===== src/rtl/core/banded_nearest_point_gain_lookup_assert.svh =====
// Assertion macros for the banded nearest point gain lookup.
`ifndef BANDED_NEAREST_POINT_GAIN_LOOKUP_ASSERT_SVH
`define BANDED_NEAREST_POINT_GAIN_LOOKUP_ASSERT_SVH

// Check a condition at every clock edge outside reset.
`define BNPGL_ASSERT_NOW(label, cond, msg) \
   label: assert property (@(posedge clock) disable iff (reset) (cond)) \
      else $error(msg);

// Check a consequence in the same cycle.
`define BNPGL_ASSERT_IMP(label, ante, cons, msg) \
   label: assert property (@(posedge clock) disable iff (reset) (ante) |-> (cons)) \
      else $error(msg);

// Check a consequence in the next cycle.
`define BNPGL_ASSERT_NXT(label, ante, cons, msg) \
   label: assert property (@(posedge clock) disable iff (reset) (ante) |=> (cons)) \
      else $error(msg);

`endif


===== src/rtl/core/bnpgl_ram.sv =====
// Generic single-port-write, single-port-read RAM with registered read.
`timescale 1ns / 1ps
module bnpgl_ram #(
   parameter int WIDTH = 32,
   parameter int DEPTH = 16,
   localparam int AW = (DEPTH > 1) ? $clog2(DEPTH) : 1
) (
   input  logic             clock,
   input  logic             wr_en,
   input  logic [AW-1:0]    wr_addr,
   input  logic [WIDTH-1:0] wr_data,
   input  logic             rd_en,
   input  logic [AW-1:0]    rd_addr,
   output logic [WIDTH-1:0] rd_data
);

   logic [WIDTH-1:0] mem [DEPTH];
   logic [WIDTH-1:0] rd_data_ff;

   always_ff @(posedge clock) begin
      if (wr_en) begin
         mem[wr_addr] <= wr_data;
      end
      if (rd_en) begin
         rd_data_ff <= mem[rd_addr];
      end
   end

   assign rd_data = rd_data_ff;

endmodule


===== config.mk =====
export PLATFORM = sky130hd
export DESIGN_NAME = bnpgl_ram
export DESIGN_NICKNAME = d
export VERILOG_FILES = /design/src/rtl/core/banded_nearest_point_gain_lookup_assert.svh /design/src/rtl/core/bnpgl_ram.sv
export SDC_FILE = /design/constraint.sdc
export NUM_CORES = 1
export LEC_CHECK = 0
export ABC_AREA = 1
export BUFFER_PORTS_ARGS = -buffer_cell sky130_fd_sc_hd__buf_2
export CAP_MARGIN = 40
export CORE_UTILIZATION = 27
export CTS_BUF_LIST = sky130_fd_sc_hd__clkbuf_8
export CTS_CLUSTER_DIAMETER = 150
export DETAILED_ROUTE_END_ITERATION = 8
export PLACE_DENSITY = 0.43
export SYNTH_ARGS = -nofsm -noshare
export SYNTH_HDL_FRONTEND = slang
export SYNTH_SLANG_ARGS = --single-unit

===== constraint.sdc =====
create_clock -name clock -period 5.2 [get_ports clock]
set_input_delay 0.26 -clock clock [delete_from_list [all_inputs] [get_ports clock]]
set_output_delay 0.26 -clock clock [all_outputs]
set_load 0.005 [all_outputs]

* Word level (Yosys, flattened, before mapping) *
Memories as Yosys holds them, arrays and structs flattened. A register that Yosys moved wholly into a read port is not among the register bits.
Cells that the tools add are included.
Widths: inputs -> output; s select.

word-level totals
  flip-flop bits (word level) = 0
  bits in latches = 0
  RAM bits = 512
  memory bits (read-only) = 0
  output and inout bits = 32
  memories kept = 1

cells by class
  add/sub/neg operators = 0
  multiply operators = 0
  divide/modulo/power cells = 0
  order comparisons = 0
  equal/unequal tests = 0
  shifts and indexed selects = 0
  multiplexer cells = 2
  bitwise logic cells = 0
  reductions and logical operators = 0

memories
  memory  words  width  read ports  clocked after Yosys merged registers in  wr ports  RTL line         text
  mem     16     32     1           1                                        1         bnpgl_ram.sv:17  logic [WIDTH-1:0] mem [DEPTH];

operators with widths
  kind    number
  $mux 1  2

* Logic depth before layout (Yosys ltp) *
Gate-level depths: netlist (run 1).

  depth after elaboration = 2
  gate-level depth with buffers = 10
  mapped depth without buffers = 7

* Worst setup path before layout (run 1) *
No wires, ideal clock.

  path kind = in2reg
  start = input wr_addr[2]
  end = memory mem[10][0], enable pin
  library setup time = 0.421 ns
  arrival time = 1.832 ns
  data required time = 4.779 ns
  slack = 2.947 ns
  stages = 2
  cell sequence = nand3b_1 > nor2_1

RTL lines
  element             RTL line         text
  start: declaration  bnpgl_ram.sv:10  input logic [AW-1:0] wr_addr,
  end: declaration    bnpgl_ram.sv:17

No word-level cell before the write port.

==> impl_metrics.csv, run 1 <==
group,metric,value,unit
run_status,status,"finished clean",
routing,vias,14900,
sta,slew_headroom,37.6,%
routing,drtPass1Iterations,5,
floorplan,core,84100,sq um
floorplan,fp.dieArea,86500,sq um
floorplan,num_rows,106,
clocking,cts_sinks,544,
worst_setup_path,cp-start-kind,"input pin",
worst_setup_path,crit_type,"in2reg",
cells_and_area,fill_cells,8656,
worst_setup_path,ff2ff_path_depth,6,
yosys,syn_area,23100,sq um
sta,tightest_slew,0.936,ns
worst_setup_path,cp_max_fo,144,
cells_and_area,multi_input_area,4670,sq um
sta,finalCritPeriodShare,37.0,%
cells_and_area,finish.utilization,31.7,%
routing,drt-total-wl,64.8,mm
global_route,antenna_found_initial,2,
clocking,htree_levels,3,
yosys,synthCells,2120,
power_and_ir_drop,p_leak,11.1,nW
clocking,clk_pin_slew_worst_paths,0.06,ns
worst_setup_path,arrival,2.35,ns
yosys,yosys_warnings,0,
cells_and_area,mostFrequentLayoutCells,"nand2_1 (677), edfxtp_1 (544), inv_1 (418)",
cells_and_area,mostFrequentLayoutCell,"nand2_1",
worst_setup_path,regToRegStartpoint,"mem[2][25]",
power_and_ir_drop,ir_worst_vdd,0.163,mV
run,max-cap-violations,0,
sta,fin_crit,1.92,ns
worst_hold_path,holdPathEnd,"rd_data[15]",
cells_and_area,nets,2295,
worst_hold_path,hold_path.startpoint,"rd_addr[3]",
routing,first_iter_violations,1025,
worst_setup_path,rrSetupSlack,4.02,ns
cells_and_area,seqCellArea,16300,sq um
yosys,synth-seq-cells,544,
sta,hold_violations,0,
routing,wire_per_inst,18.8,um
global_route,grt_pass1_wl,96.6,mm
sta,setup_tns,0,ns
clocking,clock-root-buffer,"clkbuf_8",
global_route,grt_remaining_overflow,0,
floorplan,io_pins,75,
floorplan,start_util,27.4,%
worst_hold_path,whs_path_depth,4,
sta,maxSlewViolCount,0,
sta,fmax,0.520,GHz
routing,drc,0,
global_route,grt_pass1_vias,15100,
sta,setup_viol,0,
yosys,synthDistinctLibCells,14,
clocking,numCtsBuffers,94,
routing,final_antenna_net_count,0,
cells_and_area,drive_above_1_share,10.3,%
floorplan,die_width,294,um
sta,finClkSkew,0.0389,ns
yosys,avgSynthCellArea,10.9,sq um
global_route,grt_max_degree,177,
placed_design,dp_hpwl,31.6,mm
yosys,ys_seq_area_share,70.9,%
cells_and_area,area_growth,15.7,%
worst_setup_path,crit_required,5.63,ns
clocking,clkLatencyLatePin,0.70,ns
clocking,post-cts-setup-buffer-count,0,
placed_design,gp_congestion,0.718,
placed_design,portBuffers,74,
clocking,cts_max_path_buffers,3,
floorplan,chipHeight,294,um
power_and_ir_drop,power_density,339,nW/um^2
sta,rsz0062_at_grt,"no",
yosys,syn_nets,2163,
clocking,cts_tree,"done",
worst_hold_path,worstHoldPathType,"in2reg",
routing,viasPerCell,4.30,
worst_setup_path,end_kind,"flip-flop",
clocking,cts_resized,0,
global_route,grtUsageTotal,15.2,%
worst_setup_path,reg2reg_to,"rd_data[25]",
[worst max-delay path by stage]
stage                    start          end  slack, ns  cells after the start
floorplan           wr_addr[2]   mem[10][0]       2.95                      2
finish              rd_addr[0]  rd_data[29]       3.28                      9
detailed placement  rd_addr[0]  rd_data[25]       2.60                      9
global route        rd_addr[0]  rd_data[11]       3.12                      9
global placement    rd_addr[1]  rd_data[18]       2.51                      7
CTS                 rd_addr[0]  rd_data[11]       3.34                      9
[logic make-up after synthesis]
family,count (synthesis),synth area share (%)
and+or+nand+nor,1081,19.7
DFF,544,70.9
buffers and inverters,495,9.41
[through the flow]
stage	cell area (sq um)	setup WS (ns)	hold slack, ns	std cells	total power [mW]
2_1_floorplan	23100	2.95	0.359	2120	5.39
3_3_place_gp	24500	2.51	0.646	3250	5.63
3_5_place_dp	24700	2.60	0.654	3258	5.64
4_1_cts	26700	3.34	0.171	3452	9.19
5_1_grt	26700	3.12	0.237	3453	9.43
6_report	26700	3.28	0.239	3454	9.05
[registers in the layout, indices dropped and copies added, names as in the netlist]
register	cells
mem	512
rd_data	32
[synth_stat cells, drive strengths merged]
master	count	share of area, %
nand2	677	11
edfxtp	544	71
inv	390	6.4
nand3	385	8.4
buf	91	2.8
nor2	17	0.28
clkbuf	14	0.23
nand3b	2	0.065
[critical path, stage by stage]
cell and delay (ns):
clkbuf_8 0.34, clkinv_8 0.49, buf_12 0.51, nand2_1 0.14
nand2_1 0.07, nand2_1 0.08, nand3_1 0.07, nand3_1 0.10
nand2_1 0.08
[area by class of cell]
cell class / count / area share, %
Sequential cell: 544 / 61.3
Multi-Input combinational cell: 1081 / 17.5
Inverter: 390 / 5.55
Tap cell: 1134 / 5.32
Clock buffer: 96 / 4.95
Timing Repair Buffer: 141 / 4.27
Clock inverter: 66 / 1.13
Antenna cell: 2 / 0.0188
[power by group]
group          total [mW]  leakage (nW)  switching (mW)  internal (mW)
Clock                3.49         0.946            1.74           1.75
Sequential           4.97          4.94          0.0293           4.94
Combinational       0.586          5.23           0.418          0.168
Total                9.05          11.1            2.19           6.86
[layer usage]
layer	track usage [%]	share of wire, %	vias to the layer above
met5	0	0.020	-
met1	20.7	47	7265
li1	-	-	7143
met4	5.16	2.3	2
met2	24.3	46	350
met3	2.56	4.5	99
[what timing repair did]
| action | CTS | global route |
|---|---|---|
| endpoints found under the setup margin | 0 | 0 |
| endpoints found under the hold margin | 512 | 0 |
| hold buffers | 32 | 0 |
Note: power is estimated with default switching activity, not from simulation.
==> inputs of run 2 (changes only) <==
clock period = 2 ns   (was 5.2 ns; I/O delays follow)
==> run 2 against run 1 <==
Against the previous run:
- critical path type is now reg2out
- count of clock-buffer cells in the layout increased by 2
- critical endpoint is now rd_data[18]
- combinational power rose to 2.7 times the previous value
- clock skew fell by 0.0044 ns
- sequential power grew to 2.6 times the previous value
- critical path depth fell by 8
- non-clock buffer count rose by 25
- final area grew 1.7%
- register-to-register slack got worse by 3.2 ns
- global-route usage decreased by 0.34 points
- first-iteration DRC count shrank 20%
- worst hold slack worse by 0.045 ns
==> impl_metrics.csv, run 2 (synthesis results as in run 1) <==
group,metric,value,unit
sta,hold_violations,0,
sta,fmax,0.702,GHz
cells_and_area,finish.utilization,32.2,%
global_route,grt_remaining_overflow,0,
worst_setup_path,cp_max_fo,1,
sta,rsz0062_at_grt,"no",
cells_and_area,multi_input_area,4670,sq um
sta,setup_viol,0,
power_and_ir_drop,switchingPower,5.73,mW
worst_hold_path,worstHoldPathType,"in2reg",
worst_setup_path,regToRegStartpoint,"mem[9][13]",
sta,maxSlewViolCount,0,
floorplan,chipHeight,294,um
floorplan,core,84100,sq um
sta,finalCritPeriodShare,71.2,%
worst_setup_path,crit_type,"reg2out",
power_and_ir_drop,pwr-share-clk,39.1,%
clocking,cts_tree,"done",
cells_and_area,drive_above_1_share,11.2,%
floorplan,die_width,294,um
routing,viasPerCell,4.32,
floorplan,fp.dieArea,86500,sq um
floorplan,num_rows,106,
cells_and_area,largest_reg_flops,512,
floorplan,start_util,27.4,%
worst_setup_path,slowest_stage,"edfxtp_1",
worst_setup_path,cp-startpoint,"rd_data[18]",
clocking,clk_pin_slew_worst_paths,0.06,ns
placed_design,portBuffers,74,
routing,first_iter_violations,823,
routing,drc,0,
routing,drt-total-wl,63.4,mm
cells_and_area,nets,2322,
power_and_ir_drop,p_leak,11.3,nW
clocking,htree_levels,3,
global_route,grt_use_met3,2.92,%
sta,setup_tns,0,ns
cells_and_area,area_growth,17.6,%
routing,wire_per_inst,18.2,um
clocking,cts_sinks,544,
sta,fin_crit,1.42,ns
global_route,antenna_found_initial,1,
worst_hold_path,hold_path.startpoint,"rd_addr[0]",
worst_setup_path,crit_required,1.90,ns
sta,tightest_slew,0.541,ns
routing,final_antenna_net_count,0,
placed_design,gp_congestion,0.737,
clocking,clock-root-buffer,"clkbuf_8",
power_and_ir_drop,p_int,18.1,mW
worst_setup_path,rrSetupSlack,0.84,ns
global_route,grt_pass1_vias,15100,
sta,worst_hold_slack,0.195,ns
global_route,top_usage_layer,"met2",
placed_design,dp_hpwl,33.8,mm
cells_and_area,stdcell_area,27100,sq um
global_route,grtUsageTotal,14.9,%
global_route,grt_pass1_wl,95.2,mm
routing,drtPass1Iterations,4,
cells_and_area,largest-register,"mem",
cells_and_area,fill_cells,8557,
clocking,clkLatencyLatePin,0.69,ns
power_and_ir_drop,power_frac_seq,54.1,%
power_and_ir_drop,power_density,880,nW/um^2
worst_setup_path,crit_path_max_incr_delay,0.45,ns
worst_setup_path,reg2reg_to,"rd_data[13]",
worst_setup_path,ff2ff_path_depth,6,
clocking,post-cts-setup-buffer-count,0,
cells_and_area,mostFrequentLayoutCell,"nand2_1",
cells_and_area,seqCellArea,16300,sq um
global_route,grt_max_degree,95,
worst_setup_path,cp-endpoint,"rd_data[18]",
run,max-cap-violations,0,
global_route,grt_util_met2,23.7,%
cells_and_area,mostFrequentLayoutCells,"nand2_1 (677), edfxtp_1 (544), inv_1 (420)",
clocking,numCtsBuffers,96,
placed_design,place_area,25100,sq um
worst_setup_path,end_kind,"primary output",
floorplan,io_pins,75,
routing,vias,15000,
clocking,cts_max_path_buffers,3,
worst_setup_path,path_cells,"buf_2",
power_and_ir_drop,power_frac_comb,6.8,%
worst_setup_path,crit_cells,1,
worst_setup_path,arrival,1.32,ns
worst_setup_path,critPathBufInv,1,
power_and_ir_drop,ir_worst_vdd,0.442,mV
run_status,status,"finished clean",
worst_setup_path,cp-start-kind,"flip-flop",
power_and_ir_drop,p_sw_share,24.0,%
sta,finClkSkew,0.0345,ns
power_and_ir_drop,power,23.9,mW
sta,slew_headroom,63.8,%
worst_setup_path,critPathTopFamily,"flip-flops",
global_route,gr-usage-met1,20.4,%
run 2: changes by cell type in the layout (fill, tap and decap cells not counted), moves of 2 or more:
cell	delta
buf_12	+24
buf_16	-6
buf_4	+3
clkbuf_8	+2
clkinv_2	-3
dlygate4sd3_1	+4
inv_1	+2
inv_6	+2
inv_8	+2
run 2: metrics by stage:
stage / setup WS [ns] / instances
finish: 0.576 / 3483
global route: 0.525 / 3482
floorplan: -0.0927 / 2120
CTS: 0.494 / 3481
detailed placement: 0.263 / 3279
global placement: 0.342 / 3279
run 2: layout make-up:
class / instances / share of cell area, %
timing repair buffer: 166 / 5.59
multi-input combinational: 1081 / 17.2
sequential: 544 / 60.2
antenna: 2 / 0.0185
tap: 1134 / 5.23
clock buffer: 98 / 4.97
inverter: 390 / 5.44
clock inverter: 68 / 1.29
run 2: how the worst min path moves through the flow:
| stage | to | slack [ns] | cells after the start |
|---|---|---|---|
| 5_1_grt | rd_data[11] | 0.21 | 7 |
| 3_5_place_dp | mem[13][1] | 0.48 | 1 |
| 3_3_place_gp | mem[15][1] | 0.49 | 1 |
| 6_report | rd_data[11] | 0.19 | 7 |
| 2_1_floorplan | mem[0][0] | 0.20 | 0 |
| 4_1_cts | rd_data[11] | 0.15 | 7 |
run 2: power groups by stage:
stage               logic [mW]  clock network, mW  registers [mW]
floorplan                0.873                  0            13.1
global placement          1.58                  0            13.2
detailed placement        1.59                  0            13.2
CTS                       1.65               9.68            12.9
global route              1.81               10.1            12.9
finish                    1.61               9.33            12.9
run 2: layer usage:
metal,share of wire [%],wire length [um]
met1,48,30200
met3,5.1,3250
met5,0,0
met4,1.7,1070
met2,46,28900
run 2: timing repair:
item / 4_1_cts / 5_1_grt
hold buffers: 36 / 0
endpoints found under the hold margin: 557 / 0
resized for setup: 0 / 0
==> inputs of run 3 (changes only) <==
ABC_AREA = 0   (was 1)
PLACE_DENSITY = 0.45   (was 0.43)
clock period = 1.27 ns   (was 2 ns; I/O delays follow)
==> run 3 against run 2 <==
Against the previous run:
- the flow now finishes with violations (setup timing)
- sequential share of layout area rose by 3.9 points
- critical path type is now reg2reg
- final cell count fell by 39%
- clock skew fell by 0.0069 ns
- flip-flop and latch count did not move
- critical path depth rose by 2
- via count fell by 35%
- count of clock-buffer cells in the layout fell by 4
- non-clock buffer count rose by 55
- worst hold slack got worse by 0.10 ns
- power rose by 58%
==> impl_metrics.csv, run 3 <==
group,metric,value,unit
power_and_ir_drop,p_leak,8.29,nW
worst_setup_path,path_cells,"mux4_2 > a22oi_2 > nand2_2",
worst_setup_path,crit_path_max_incr_delay,0.50,ns
yosys,yosysTopAreaCell,"edfxtp_1",
routing,drc,0,
worst_setup_path,cp_max_fo,1,
yosys,synthAdderAreaFrac,0,%
floorplan,die_width,275,um
routing,drt-total-wl,51.2,mm
yosys,synth_flop_cell,"edfxtp_1",
yosys,avgSynthCellArea,24.1,sq um
power_and_ir_drop,power,37.7,mW
yosys,synth_mux_area_share,14.3,%
yosys,synth_xor_area_share,0,%
clocking,numCtsBuffers,92,
yosys,synthTopCellsByArea,"edfxtp_1 (81%), mux4_2 (14%), a22oi_1 (2.4%), nand2_1 (0.61%), buf_4 (0.41%)",
clocking,clk_pin_slew_worst_paths,0.06,ns
sta,tightest_slew,0.763,ns
worst_hold_path,worstHoldPathType,"in2reg",
placed_design,portBuffers,74,
worst_setup_path,cp-start-kind,"flip-flop",
global_route,grtUsageTotal,13.8,%
worst_hold_path,hold_path.startpoint,"wr_addr[1]",
cells_and_area,drive_above_1_share,40.8,%
worst_setup_path,crit_type,"reg2reg",
global_route,grt_max_degree,33,
worst_setup_path,end_kind,"flip-flop",
run_status,status,"complete, but fails checks",
cells_and_area,largest-register,"mem",
floorplan,num_rows,99,
floorplan,fp.dieArea,75800,sq um
routing,drtPass1Iterations,5,
clocking,cts_sinks,544,
worst_setup_path,arrival,1.85,ns
yosys,synth_top_family_by_area,"multiplexers",
global_route,grt_remaining_overflow,0,
routing,viasPerCell,4.55,
cells_and_area,mostFrequentLayoutCells,"edfxtp_1 (544), mux4_2 (128), clkbuf_8 (95)",
global_route,antenna_found_initial,2,
sta,maxSlewViolCount,0,
power_and_ir_drop,ir_worst_vdd,0.685,mV
sta,fin_crit,1.46,ns
worst_setup_path,crit_required,1.66,ns
yosys,synth_top_area_share,81.0,%
sta,finClkSkew,0.0276,ns
cells_and_area,largest_reg_flops,512,
yosys,synth_simple_gate_area_share,1.25,%
yosys,synthCells,838,
floorplan,core,73500,sq um
placed_design,gp_congestion,0.697,
worst_setup_path,regToRegStartpoint,"mem[3][13]",
floorplan,chipHeight,275,um
clocking,post-cts-setup-buffer-count,0,
sta,hold_violations,0,
placed_design,pre_cts_slack,-0.415,ns
clocking,clock-root-buffer,"clkbuf_8",
run,max-cap-violations,0,
floorplan,start_util,27.5,%
sta,slew_headroom,49.0,%
worst_setup_path,critPathTopFamily,"multiplexers",
yosys,synth.most_common_cell,"edfxtp_1",
routing,met1_length,22.5,mm
routing,vias,9743,
yosys,synth_commonest_cells,"edfxtp_1 (544), mux4_2 (128), a22oi_1 (64)",
routing,dr_wl_met2,25.7,mm
sta,rsz0062_at_grt,"yes",
cells_and_area,area_growth,26.3,%
yosys,syn_nets,881,
routing,wl_met3,2.01,mm
yosys,yosys_warnings,0,
worst_setup_path,slowest_stage,"mux4_2",
floorplan,io_pins,75,
yosys,synthDistinctLibCells,17,
cells_and_area,nets,1153,
sta,fmax,0.687,GHz
worst_setup_path,critPathBufInv,0,
run_status,violations,"setup timing",
clocking,cts_max_path_buffers,3,
global_route,grt_pass1_wl,74.1,mm
global_route,grt_pass1_vias,10700,
sta,finalWorstSetupSlack,-0.185,ns
power_and_ir_drop,power_density,1480,nW/um^2
clocking,htree_levels,3,
sta,finalCritPeriodShare,115,%
cells_and_area,stdcell_area,25500,sq um
clocking,cts_tree,"done",
yosys,async_flop_share,0,%
placed_design,dp_hpwl,29.7,mm
placed_design,place_area,23200,sq um
yosys,synth-seq-cells,544,
yosys,synth_compound_area_share,2.38,%
worst_setup_path,cp-startpoint,"mem[3][13]",
yosys,syn_area,20200,sq um
cells_and_area,mostFrequentLayoutCell,"edfxtp_1",
routing,final_antenna_net_count,0,
yosys,synth-edff-count,544,
clocking,clkLatencyLatePin,0.67,ns
routing,wire_per_inst,23.9,um
routing,highest_layer,"met4",
routing,first_iter_violations,697,
yosys,ys_seq_area_share,81.0,%
sta,setup_viol,42,
-- run 3: cell types whose count changed in the layout (fill, tap and decap cells not counted), sizes merged, moves of 11 or more --
cell,change
nand3,-384
buf,+56
a22oi,+64
mux4,+128
clkinv,+11
inv,-401
nand2,-644
-- run 3: final cells by class --
cell class | instances | area, sq um
Clock inverter | 70 | 450
Antenna cell | 3 | 7.51
Multi-Input combinational cell | 251 | 3970
Sequential cell | 544 | 16300
Fill cell | 6832 | 48000
Timing Repair Buffer | 221 | 2230
Clock buffer | 94 | 1290
Tap cell | 959 | 1200
-- run 3: kinds of logic (layout without fill, tap and decap cells) --
kind of cell,after synthesis,count (layout)
mux,128,128
simple gates,59,59
flops,544,544
other cells,0,3
buf+inv,43,385
compound gates,64,64
-- run 3: routing by layer --
| layer | vias to the layer above | track usage, % |
|---|---|---|
| met4 | 0 | 4.17 |
| met3 | 84 | 2.77 |
| met2 | 226 | 23.1 |
| met1 | 5259 | 18.1 |
| li1 | 4174 | - |
| met5 | - | 0 |
-- run 3: repair_timing --
item                                    CTS  global route
hold buffers                             35             0
endpoints found under the hold margin   550             0
gates cloned                              0             0
endpoints found under the setup margin   64            64
resized for setup                        24            11
pin swaps                                 7             3
-- run 3: stage by stage --
stage / TNS [ns] / hold WS, ns / utilization [%] / cells
final: -3.10 / 0.0946 / 34.7 / 2142
after global routing: -6.82 / 0.0619 / 34.7 / 2141
after CTS: -5.37 / 0.0365 / 34.6 / 2139
after detailed placement: -108.69 / 0.454 / 31.6 / 1940
after global placement: -106.02 / 0.446 / 31.6 / 1940
after floorplan: -89.58 / 0.162 / - / 838
-- run 3: path summary, 6_finish.rpt --
check | endpoint | slack, ns | cells after the start
worst max-delay path | rd_data[13] | -0.19 | 3
worst min-delay path | mem[12][24] | 0.09 | 4
worst max register to register | rd_data[13] | -0.19 | 3
worst min register to register | rd_data[12] | 0.74 | 3
-- run 3: worst register-to-register path: stages (launching register included) --
cell,delay [ns]
edfxtp_1,0.36
mux4_2,0.50
a22oi_2,0.21
nand2_2,0.12
-- run 3: where the power goes --
group	leakage (nW)	internal [mW]	total, mW	switching (mW)
clock network	0.980	8.08	15.0	6.96
registers	4.94	20.2	20.3	0.110
logic	2.37	1.08	2.28	1.21
